$ cat src/sv/lpsc_pkg.sv
// shared types and constants of the length prefix to start code framer
package lpsc_pkg;

    typedef struct packed {
        logic [7:0] data_byte;
        logic       frame_end;
    } t_in_beat;

    typedef struct packed {
        logic [7:0] out_byte;
        logic       byte_valid;
        logic       out_last;
        logic       error_flag;
    } t_out_beat;

    // command kinds passed from front to back
    localparam logic [1:0] CMD_BYTE     = 2'd0;
    localparam logic [1:0] CMD_BYTE_ERR = 2'd1;
    localparam logic [1:0] CMD_MARKER   = 2'd2;
    localparam logic [1:0] CMD_START    = 2'd3;

    typedef struct packed {
        logic [1:0] kind;
        logic [7:0] data;
        logic       last;
        logic       err;
    } t_cmd;

    typedef struct packed {
        logic push;
        t_cmd cmd;
    } t_push;

    typedef struct packed {
        logic full;
        logic empty;
    } t_q_stat;

    localparam int         Q_DEPTH = 4;
    localparam int         Q_PTR_W = 2;
    localparam int         Q_CNT_W = 3;

    localparam int         STEP_W          = 2;
    localparam logic [1:0] START_LAST_STEP = 2'd3;
    localparam logic [7:0] START_CODE_ZERO = 8'h00;
    localparam logic [7:0] START_CODE_ONE  = 8'h01;

endpackage

$ cat src/sv/lpsc_front.sv
// front end: parses length fields and maps input beats to commands
module lpsc_front #(
    parameter int LENGTH_FIELD_BYTES = 4
) (
    input  logic              i_clk,
    input  logic              i_rst_n,
    input  logic              i_in_valid,
    input  lpsc_pkg::t_in_beat i_in_data,
    input  lpsc_pkg::t_q_stat i_q_stat,
    output logic              o_in_stall,
    output lpsc_pkg::t_push   o_push
);
    import lpsc_pkg::*;

    localparam int AW = 8 * LENGTH_FIELD_BYTES;
    localparam int CW = (LENGTH_FIELD_BYTES > 1) ? $clog2(LENGTH_FIELD_BYTES) : 1;
    localparam logic [CW-1:0] CNT_LAST = CW'(LENGTH_FIELD_BYTES - 1);

    localparam logic [1:0] PH_LENGTH  = 2'd0;
    localparam logic [1:0] PH_PAYLOAD = 2'd1;
    localparam logic [1:0] PH_DISCARD = 2'd2;

    logic [1:0]    r_phase, n_phase;
    logic [CW-1:0] r_cnt, n_cnt;
    logic [AW-1:0] r_acc, n_acc;
    logic [AW-1:0] r_rem, n_rem;

    logic          accept;
    logic [AW+7:0] shifted;
    logic [AW-1:0] new_len;
    logic          fend;

    assign o_in_stall = i_q_stat.full;
    assign accept     = i_in_valid && !i_q_stat.full;
    assign fend       = i_in_data.frame_end;
    assign shifted    = {r_acc, i_in_data.data_byte};
    assign new_len    = shifted[AW-1:0];

    always_comb begin
        n_phase = r_phase;
        n_cnt   = r_cnt;
        n_acc   = r_acc;
        n_rem   = r_rem;
        o_push  = '0;
        if (accept) begin
            unique case (r_phase)
                PH_PAYLOAD: begin
                    o_push.push     = 1'b1;
                    o_push.cmd.data = i_in_data.data_byte;
                    if (r_rem == AW'(1)) begin
                        o_push.cmd.kind = CMD_BYTE;
                        o_push.cmd.last = fend;
                        n_phase         = PH_LENGTH;
                        n_rem           = '0;
                    end else if (fend) begin
                        o_push.cmd.kind = CMD_BYTE_ERR;
                        n_phase         = PH_LENGTH;
                        n_rem           = '0;
                    end else begin
                        o_push.cmd.kind = CMD_BYTE;
                        n_rem           = r_rem - AW'(1);
                    end
                end
                PH_DISCARD: begin
                    if (fend) begin
                        o_push.push     = 1'b1;
                        o_push.cmd.kind = CMD_MARKER;
                        o_push.cmd.last = 1'b1;
                        o_push.cmd.err  = 1'b1;
                        n_phase         = PH_LENGTH;
                    end
                end
                default: begin
                    n_phase = PH_LENGTH;
                    if (r_cnt != CNT_LAST) begin
                        if (fend) begin
                            o_push.push     = 1'b1;
                            o_push.cmd.kind = CMD_MARKER;
                            o_push.cmd.last = 1'b1;
                            n_cnt           = '0;
                            n_acc           = '0;
                        end else begin
                            n_cnt = r_cnt + CW'(1);
                            n_acc = new_len;
                        end
                    end else begin
                        o_push.push = 1'b1;
                        n_cnt       = '0;
                        n_acc       = '0;
                        if (new_len == '0) begin
                            o_push.cmd.kind = CMD_MARKER;
                            o_push.cmd.last = fend;
                            o_push.cmd.err  = 1'b1;
                            n_phase         = fend ? PH_LENGTH : PH_DISCARD;
                        end else if (fend) begin
                            o_push.cmd.kind = CMD_MARKER;
                            o_push.cmd.last = 1'b1;
                            o_push.cmd.err  = 1'b1;
                        end else begin
                            o_push.cmd.kind = CMD_START;
                            n_rem           = new_len;
                            n_phase         = PH_PAYLOAD;
                        end
                    end
                end
            endcase
        end
    end

    always_ff @(posedge i_clk) begin
        if (!i_rst_n) begin
            r_phase <= PH_LENGTH;
            r_cnt   <= '0;
            r_acc   <= '0;
            r_rem   <= '0;
        end else begin
            r_phase <= n_phase;
            r_cnt   <= n_cnt;
            r_acc   <= n_acc;
            r_rem   <= n_rem;
        end
    end

endmodule

$ cat src/sv/lpsc_queue.sv
// short command queue between front and back
module lpsc_queue (
    input  logic              i_clk,
    input  logic              i_rst_n,
    input  lpsc_pkg::t_push   i_push,
    input  logic              i_pop,
    output lpsc_pkg::t_cmd    o_head,
    output lpsc_pkg::t_q_stat o_stat
);
    import lpsc_pkg::*;

    t_cmd               r_mem [Q_DEPTH];
    logic [Q_PTR_W-1:0] r_wr, r_rd;
    logic [Q_CNT_W-1:0] r_cnt;
    logic               do_push, do_pop;

    assign o_stat.full  = (r_cnt == Q_CNT_W'(Q_DEPTH));
    assign o_stat.empty = (r_cnt == '0);
    assign do_push      = i_push.push && !o_stat.full;
    assign do_pop       = i_pop && !o_stat.empty;
    assign o_head       = r_mem[r_rd];

    always_ff @(posedge i_clk) begin
        if (do_push) begin
            r_mem[r_wr] <= i_push.cmd;
        end
    end

    always_ff @(posedge i_clk) begin
        if (!i_rst_n) begin
            r_wr  <= '0;
            r_rd  <= '0;
            r_cnt <= '0;
        end else begin
            if (do_push) begin
                r_wr <= r_wr + Q_PTR_W'(1);
            end
            if (do_pop) begin
                r_rd <= r_rd + Q_PTR_W'(1);
            end
            r_cnt <= r_cnt + Q_CNT_W'(do_push) - Q_CNT_W'(do_pop);
        end
    end

endmodule

$ cat src/sv/lpsc_back.sv
// back end: expands commands into output beats behind an output register
module lpsc_back (
    input  logic                i_clk,
    input  logic                i_rst_n,
    input  lpsc_pkg::t_cmd      i_head,
    input  lpsc_pkg::t_q_stat   i_q_stat,
    output logic                o_pop,
    input  logic                i_out_stall,
    output logic                o_out_valid,
    output lpsc_pkg::t_out_beat o_out_data
);
    import lpsc_pkg::*;

    logic [STEP_W-1:0] r_step, n_step;
    logic              r_out_valid, n_out_valid;
    t_out_beat         r_out, n_out;

    t_out_beat beat;
    logic      last_step;
    logic      load;

    always_comb begin
        beat      = '0;
        last_step = 1'b1;
        unique case (i_head.kind)
            CMD_BYTE: begin
                beat.out_byte   = i_head.data;
                beat.byte_valid = 1'b1;
                beat.out_last   = i_head.last;
            end
            CMD_BYTE_ERR: begin
                if (r_step == '0) begin
                    beat.out_byte   = i_head.data;
                    beat.byte_valid = 1'b1;
                    last_step       = 1'b0;
                end else begin
                    beat.out_last   = 1'b1;
                    beat.error_flag = 1'b1;
                end
            end
            CMD_MARKER: begin
                beat.out_last   = i_head.last;
                beat.error_flag = i_head.err;
            end
            CMD_START: begin
                beat.out_byte   = (r_step == START_LAST_STEP) ? START_CODE_ONE
                                                              : START_CODE_ZERO;
                beat.byte_valid = 1'b1;
                last_step       = (r_step == START_LAST_STEP);
            end
        endcase
    end

    assign load  = !r_out_valid || !i_out_stall;
    assign o_pop = load && !i_q_stat.empty && last_step;

    always_comb begin
        n_step      = r_step;
        n_out_valid = r_out_valid;
        n_out       = r_out;
        if (load) begin
            n_out_valid = !i_q_stat.empty;
            if (!i_q_stat.empty) begin
                n_out  = beat;
                n_step = last_step ? '0 : r_step + STEP_W'(1);
            end
        end
    end

    always_ff @(posedge i_clk) begin
        if (!i_rst_n) begin
            r_step      <= '0;
            r_out_valid <= 1'b0;
        end else begin
            r_step      <= n_step;
            r_out_valid <= n_out_valid;
        end
    end

    always_ff @(posedge i_clk) begin
        r_out <= n_out;
    end

    assign o_out_valid = r_out_valid;
    assign o_out_data  = r_out;

endmodule

$ cat src/sv/length_prefix_to_start_code_framer.sv
// top level of the length prefix to start code framer
//
// input channel: one byte of a length-prefixed frame per beat, frame_end
// on the last byte. each unit's big-endian length field (LENGTH_FIELD_BYTES
// bytes) is replaced by the start code 00 00 00 01, payload bytes pass
// through. zero or truncated units give a bare marker beat (byte_valid 0,
// error_flag 1) and the rest of the frame is dropped; a frame ending inside
// a length field closes with a bare marker without error.
// output channel: one result per beat, out_last on the frame's final beat.
// an accepted byte passes through the command queue and then the output register.
// throughput: one input beat per cycle while the queue is not full; a length field's last byte expands
// to four start code beats, so the output side sets the pace there. a
// four-entry command queue sits between parser and beat generator.
// a stall on the output holds the output register; the queue keeps taking
// input until it fills, then o_in_stall rises.
// reset: synchronous, active low; clears parser state, queue and output
// valid, and the block starts in the length phase.
module length_prefix_to_start_code_framer #(
    parameter int LENGTH_FIELD_BYTES = 4
) (
    input  logic                i_clk,
    input  logic                i_rst_n,
    input  logic                i_in_valid,
    output logic                o_in_stall,
    input  lpsc_pkg::t_in_beat  i_in_data,
    output logic                o_out_valid,
    input  logic                i_out_stall,
    output lpsc_pkg::t_out_beat o_out_data
);
    import lpsc_pkg::*;

    t_push   push;
    t_cmd    head;
    t_q_stat q_stat;
    logic    pop;

    lpsc_front #(
        .LENGTH_FIELD_BYTES(LENGTH_FIELD_BYTES)
    ) u_front (
        .i_clk      (i_clk),
        .i_rst_n    (i_rst_n),
        .i_in_valid (i_in_valid),
        .i_in_data  (i_in_data),
        .i_q_stat   (q_stat),
        .o_in_stall (o_in_stall),
        .o_push     (push)
    );

    lpsc_queue u_queue (
        .i_clk   (i_clk),
        .i_rst_n (i_rst_n),
        .i_push  (push),
        .i_pop   (pop),
        .o_head  (head),
        .o_stat  (q_stat)
    );

    lpsc_back u_back (
        .i_clk       (i_clk),
        .i_rst_n     (i_rst_n),
        .i_head      (head),
        .i_q_stat    (q_stat),
        .o_pop       (pop),
        .i_out_stall (i_out_stall),
        .o_out_valid (o_out_valid),
        .o_out_data  (o_out_data)
    );

    a_no_push_when_full: assert property (@(posedge i_clk) disable iff (!i_rst_n)
        push.push |-> !q_stat.full)
        else $error("command pushed into a full queue");

    a_no_pop_when_empty: assert property (@(posedge i_clk) disable iff (!i_rst_n)
        pop |-> !q_stat.empty)
        else $error("command popped from an empty queue");

    a_error_is_bare: assert property (@(posedge i_clk) disable iff (!i_rst_n)
        (o_out_valid && o_out_data.error_flag) |->
            (!o_out_data.byte_valid && o_out_data.out_byte == 8'h00))
        else $error("error marker carries data");

endmodule

$ cat config.mk
export PLATFORM = sky130hd
export DESIGN_NAME = length_prefix_to_start_code_framer
export DESIGN_NICKNAME = d
export VERILOG_FILES = /design/src/sv/lpsc_pkg.sv /design/src/sv/lpsc_front.sv /design/src/sv/lpsc_queue.sv /design/src/sv/lpsc_back.sv /design/src/sv/length_prefix_to_start_code_framer.sv
export SDC_FILE = /design/constraint.sdc
export NUM_CORES = 1
export LEC_CHECK = 0
export BUFFER_PORTS_ARGS = -buffer_cell sky130_fd_sc_hd__buf_4
export CORE_MARGIN = 2
export CORE_UTILIZATION = 25
export CTS_CLUSTER_SIZE = 14
export DETAILED_ROUTE_END_ITERATION = 10
export PLACE_DENSITY = 0.42
export SYNTH_ARGS = -nofsm -noshare
export SYNTH_HDL_FRONTEND = slang
export SYNTH_SLANG_ARGS = --single-unit
$ cat constraint.sdc
create_clock -name i_clk -period 4.7 [get_ports i_clk]
set_input_delay 1.175 -clock i_clk [delete_from_list [all_inputs] [get_ports i_clk]]
set_output_delay 1.175 -clock i_clk [all_outputs]
set_load 0.005 [all_outputs]
[Yosys cells after proc, flatten, opt, wreduce, memory -nomap -nowiden]
Memories as Yosys holds them, arrays and structs flattened. A register that Yosys moved wholly into a read port is not among the register bits.
Index checks and enable logic that the tools add are counted.
Word-level totals
  register bits: 81
  input port bits: 13
  word-level logic and storage cells: 102
  output and inout port bits: 13
  RAM bits: 48
  memories: 1
Memories
  u_queue.r_mem: words 4, bits a word 12, read ports 1, clocked after memory_dff 1, wr ports 1, line lpsc_queue.sv:12  | t_cmd r_mem [Q_DEPTH];
Cells by class
  reduce and logical (&&, ||, !) cells: 19
  equality and inequality tests: 12
  multiplexer cells: 47
  add/subtract/negate cells: 7
  bitwise gates (word level): 3
Operators with widths (number)
  2-to-1 mux 32 bit: 5
  case mux 32 bit (2 select lines): 1
  2-to-1 mux 24 bit: 2
  == test 32 x 1 -> 1 bit, second input constant: 1
  logical NOT 32 bit: 1
  subtractor 32 x 1 -> 32 bit, second input constant: 1
  2-to-1 mux 2 bit: 14
  case mux 9 bit (3 select lines): 1
  2-to-1 mux 13 bit: 1
  2-to-1 mux 1 bit: 12
  case mux 1 bit (2 select lines): 5
  2-to-1 mux 9 bit: 1
  adder 2 x 1 -> 2 bit, second input constant: 4
  == test 2 bit, second input constant: 4
  2-to-1 mux 8 bit: 1
  2-to-1 mux 3 bit: 2
  != test 2 bit, second input constant: 3
  case mux 3 bit (2 select lines): 1
  logical AND 1 bit: 5
  AND reduction 5 bit: 1
  == test 2 x 1 -> 1 bit, second input constant: 2
  logical NOT 1 bit: 4
  logical NOT 2 bit: 2
  case mux 2 bit (2 select lines): 1
  other kinds (9): 13

[Logic depth before layout (Yosys ltp)]
  word-level depth: 8
  gate-level depth with buffers: 12
  gate-level depth less buffers: 11

[Modules after synthesis]
A second synthesis with hierarchy kept.
Unflattened totals
  cells, all modules: 605
  area total of the unflattened synthesis: 6274.8 µm²
By module, submodules not included
  lpsc_front: instances 1, cells an instance 436, area each 3357.0 µm²
  lpsc_queue: instances 1, cells an instance 113, area each 2219.6 µm²
  lpsc_back: instances 1, cells an instance 56, area each 698.2 µm²

[Least setup slack after synthesis]
Ideal clock, no wire load.
  path type: flip-flop to flip-flop
  start point: register (tool-made name)
  end point: register u_queue.r_cnt[1]
  setup time: 0.115 ns
  arrival time: 3.381 ns
  clock period less this slack: 3.496 ns
  cell stages (with the launch flop): 12
  slack: 1.204 ns
  cell sequence: dfxtp_1 > buf_1 > mux4_2 > inv_1 > ha_1 > nand2b_1 > a311oi_1 > ha_1 > inv_1 > ha_1 > fa_1 > and2_1
RTL lines
  end signal: assignment: line lpsc_queue.sv:41  | r_cnt <= r_cnt + Q_CNT_W'(do_push) - Q_CNT_W'(do_pop);
  end: declaration: line lpsc_queue.sv:14  | logic [Q_CNT_W-1:0] r_cnt;

==> summary.txt <==
Clock network
  • CTS tree: yes
  • Post-cts resize count: 0
  • Inserted Clock Buffers: 17
  • Clock latency on the worst-skew pair: slightly above 0.4 ns
  • CTS Buffer Depth: 2
  • Clock root buffer: clkbuf_16
  • Cts-stage hold buffer count: 0
  • Clock sinks: roughly 130
  • Post-CTS Setup Bufs: 0
  • Worst-path clk slew: 0.06 ns
  • H-tree depth: 4

Timing
  • Worst Skew: 0.0146 ns
  • RSZ-0062 raised after global routing: false
  • WHS: ~0.47 ns
  • F_max: about 0.30 GHz
  • Slew Limit Fails: 0
  • Setup TNS: 0 ns
  • Fin. Hold Viols: 0
  • Tmin final: between 3 and 4 ns
  • Slew margin rel.: 0.272
  • Final setup viols: 0
  • Worst slew pin tran: approximately 1.1 ns
  • Period Utilization, post-route: 0.708

Logic synthesis
  • Synthesized instance count: between 500 and 600
  • Post-synth top area share: 0.280
  • Post-synthesis sequential area ratio: 0.508
  • Top_reg_cell synth: dfxtp_1
  • Avg Cell Area, Syn: roughly 11 um2
  • Synth warn: 0
  • Largest area contributor in the netlist: edfxtp_1
  • Post-synth ARST share: 0
  • Synth top area cells: edfxtp_1 (28%), dfxtp_1 (23%), mux4_2 (4.3%)
  • Synth Cell Area: around 0.0063 mm2
  • Synthesized flop and latch total: between 100 and 150
  • Syn nets: 630
  • EDFF count, synth: 59
  • Cell variety after synth: a little under 60

GRT
  • Total gr overflow: 0
  • Total GRT Usage: 0.143
  • Number of global-route vias before repair: 4,940
  • Initial antenna violation count: 0
  • First-pass GRT wire length: a little under 30 mm
  • Largest net degree at the start of global routing: 39

Worst setup path
  • Crit-path cells: buf_4 -> mux4_2 -> inv_1 -> ha_1 -> nand2b_1 -> a311oi_1 -> ha_1 -> inv_1 -> ha_1 -> fa_1 -> and2_1
  • Critical path launch point type: register
  • Most used cell, CP: ha_1
  • Max incr delay on CP: around 0.6 ns
  • CP Max Fanout: 12
  • Worst R2R Path Depth: 11
  • Slowest-stage cell, CP: mux4_2
  • CP Data Arrival Time: 3.64 ns
  • FF-to-FF End: u_queue.r_cnt[1]
  • Critical Path RT: between 5 and 6 ns
  • R2R Setup Slk: between 1 and 1.5 ns
  • Setup CP Type: register to register
  • Setup crit end kind: register

Cells and area
  • Synth-to-Final Area Change: 17.1%
  • Fin nets: 647
  • Fillers: 2,565
  • N_diodes: 0
  • Layout cell share with drive strength beyond 1: 0.142
  • Cell Count, Final, Fillers Out: around 960

Routing
  • DR iter-0 viols: between 400 and 500
  • Vias per cell: 5.30
  • WL per Instance: 19.4 um
  • DRC: 0
  • Vias: 5,081
  • Drt total wl: roughly 19 mm
  • First-pass DRT Iterations: 5
  • Post-route ant nets: 0

Power
  • VDD IR-drop max: between 0.0002 and 0.00025 V
  • Leak: 2.69 nW
  • Power Density: 431 mW/mm2

Min path
  • Worst hold path type: register to register
  • Hold path endpoint: u_back.o_out_valid
  • Hold Path Depth: 2
  • HP Start: u_back.o_out_valid

Floorplanning
  • Rows: 58
  • Die Wd: about 160 um
  • Top Ports: 26
  • Die area: roughly 0.027 mm2
  • Initial Utilization: 0.253
  • Die height: approximately 160 um
  • Core area: roughly 0.025 mm2

Job
  • Max-cap violations: 0

Status
  • Status: complete, no violations

Placed design
  • Post-Place Cells: just over 900
  • GP Congestion: between 0.7 and 0.8
  • Hpwl dp: about 13 mm
  • IO buf count: 25
==> routing by layer <==
layer  share of wire  global-route usage
met5               0                   0
met4           0.014              0.0350
met3           0.061              0.0356
met2            0.47               0.230
met1            0.45               0.192
==> stage by stage <==
stage / area [um2] / total power, W / setup slack, ns / util
finish: 7410 / 0.00320 / 1.37 / 0.296
global route: 7410 / 0.00337 / 1.12 / 0.296
CTS: 7410 / 0.00325 / 1.32 / 0.296
detailed placement: 6880 / 0.00204 / 1.34 / 0.275
global placement: 6880 / 0.00203 / 1.45 / 0.275
floorplan: 6330 / 0.00181 / 1.20 / -
==> critical path, delay by kind of cell (launching register included) <==
kind,cells,cell delay (ns)
simple gates,2,0.27
mux,1,0.60
flops,1,0.31
fa+ha+maj,4,1.09
compound gates,1,0.54
buf+inv,3,0.43
==> cell usage after synthesis (3+ instances only) <==
master	n
clkbuf_1	33
nor3_1	18
o2111ai_1	7
or3_1	7
nor4_1	14
inv_1	32
nand3_1	25
a2bb2oi_1	4
o31ai_1	6
nand2_1	32
nor2b_1	11
buf_1	4
and3_1	11
a22oi_1	34
dfxtp_1	72
or4_4	3
nor3b_1	4
nor2_1	50
xnor2_1	5
a32oi_1	25
mux4_2	12
o2bb2ai_1	4
a21oi_1	13
o211ai_1	7
o22ai_1	13
ha_1	18
edfxtp_1	59
nand4_1	8
nand2b_1	4
mux2i_1	3
o221ai_1	12
a311oi_1	3
and2_1	9
==> report_power, final <==
| group | switching (W) | internal (W) |
|---|---|---|
| Sequential | 0.0000590 | 0.00132 |
| Clock | 0.000504 | 0.000689 |
| Combinational | 0.000332 | 0.000291 |
==> cell usage in the layout, fill, tap and decap left out, drive strengths merged, types with 13 or more instances in the layout <==
master / count
nor4: 17
inv: 34
o22ai: 13
nor3: 18
buf: 37
a32oi: 25
dfxtp: 72
nand3: 25
a22oi: 34
ha: 18
a21oi: 13
edfxtp: 59
nor2: 50
nand2: 32
clkbuf: 21
==> state kept, by name, summed over array words and instances (netlist names), named ones only <==
signal and flops:
u_front.r_phase 2, u_front.r_cnt 2, u_back.r_step 2, u_queue.r_wr 2
u_queue.r_mem 48, u_back.o_out_data 11, u_queue.r_cnt 3, u_queue.r_rd 2
u_front.r_rem 32, u_front.r_acc 24, u_back.o_out_valid 1
==> worst max-delay path by stage <==
stage,start,endpoint,slack (ns),cells after the start
global route,register,u_queue.r_cnt[1],1.12,11
detailed placement,register,u_queue.r_cnt[1],1.34,11
CTS,register,u_queue.r_cnt[1],1.32,11
finish,register,u_queue.r_cnt[1],1.37,11
global placement,register,u_queue.r_cnt[1],1.45,11
floorplan,register,u_queue.r_cnt[1],1.20,11
==> cell families (layout without fill, tap and decap cells) <==
logic type / Yosys count / after routing / share of synthesized area
AND/OR/NAND/NOR: 211 / 211 / 0.178
AO/OA/AOI/OAI: 144 / 144 / 0.175
flip-flops: 131 / 131 / 0.508
buffers and inverters: 71 / 101 / 0.0435
adder cells (fa/ha/maj): 19 / 19 / 0.0388
multiplexers: 15 / 15 / 0.0475
XOR/XNOR: 7 / 7 / 0.00969
==> cell type report <==
cell class	count	area (um2)	area share
clock buffers	21	450	0.0608
clock inverters	11	81.3	0.0110
inverters	32	120	0.0162
multi-input cells	396	2860	0.385
flip-flops and latches	131	3210	0.433
well taps	330	413	0.0557
repair buffers	37	278	0.0375
Note: power is estimated with default switching activity, not from simulation.
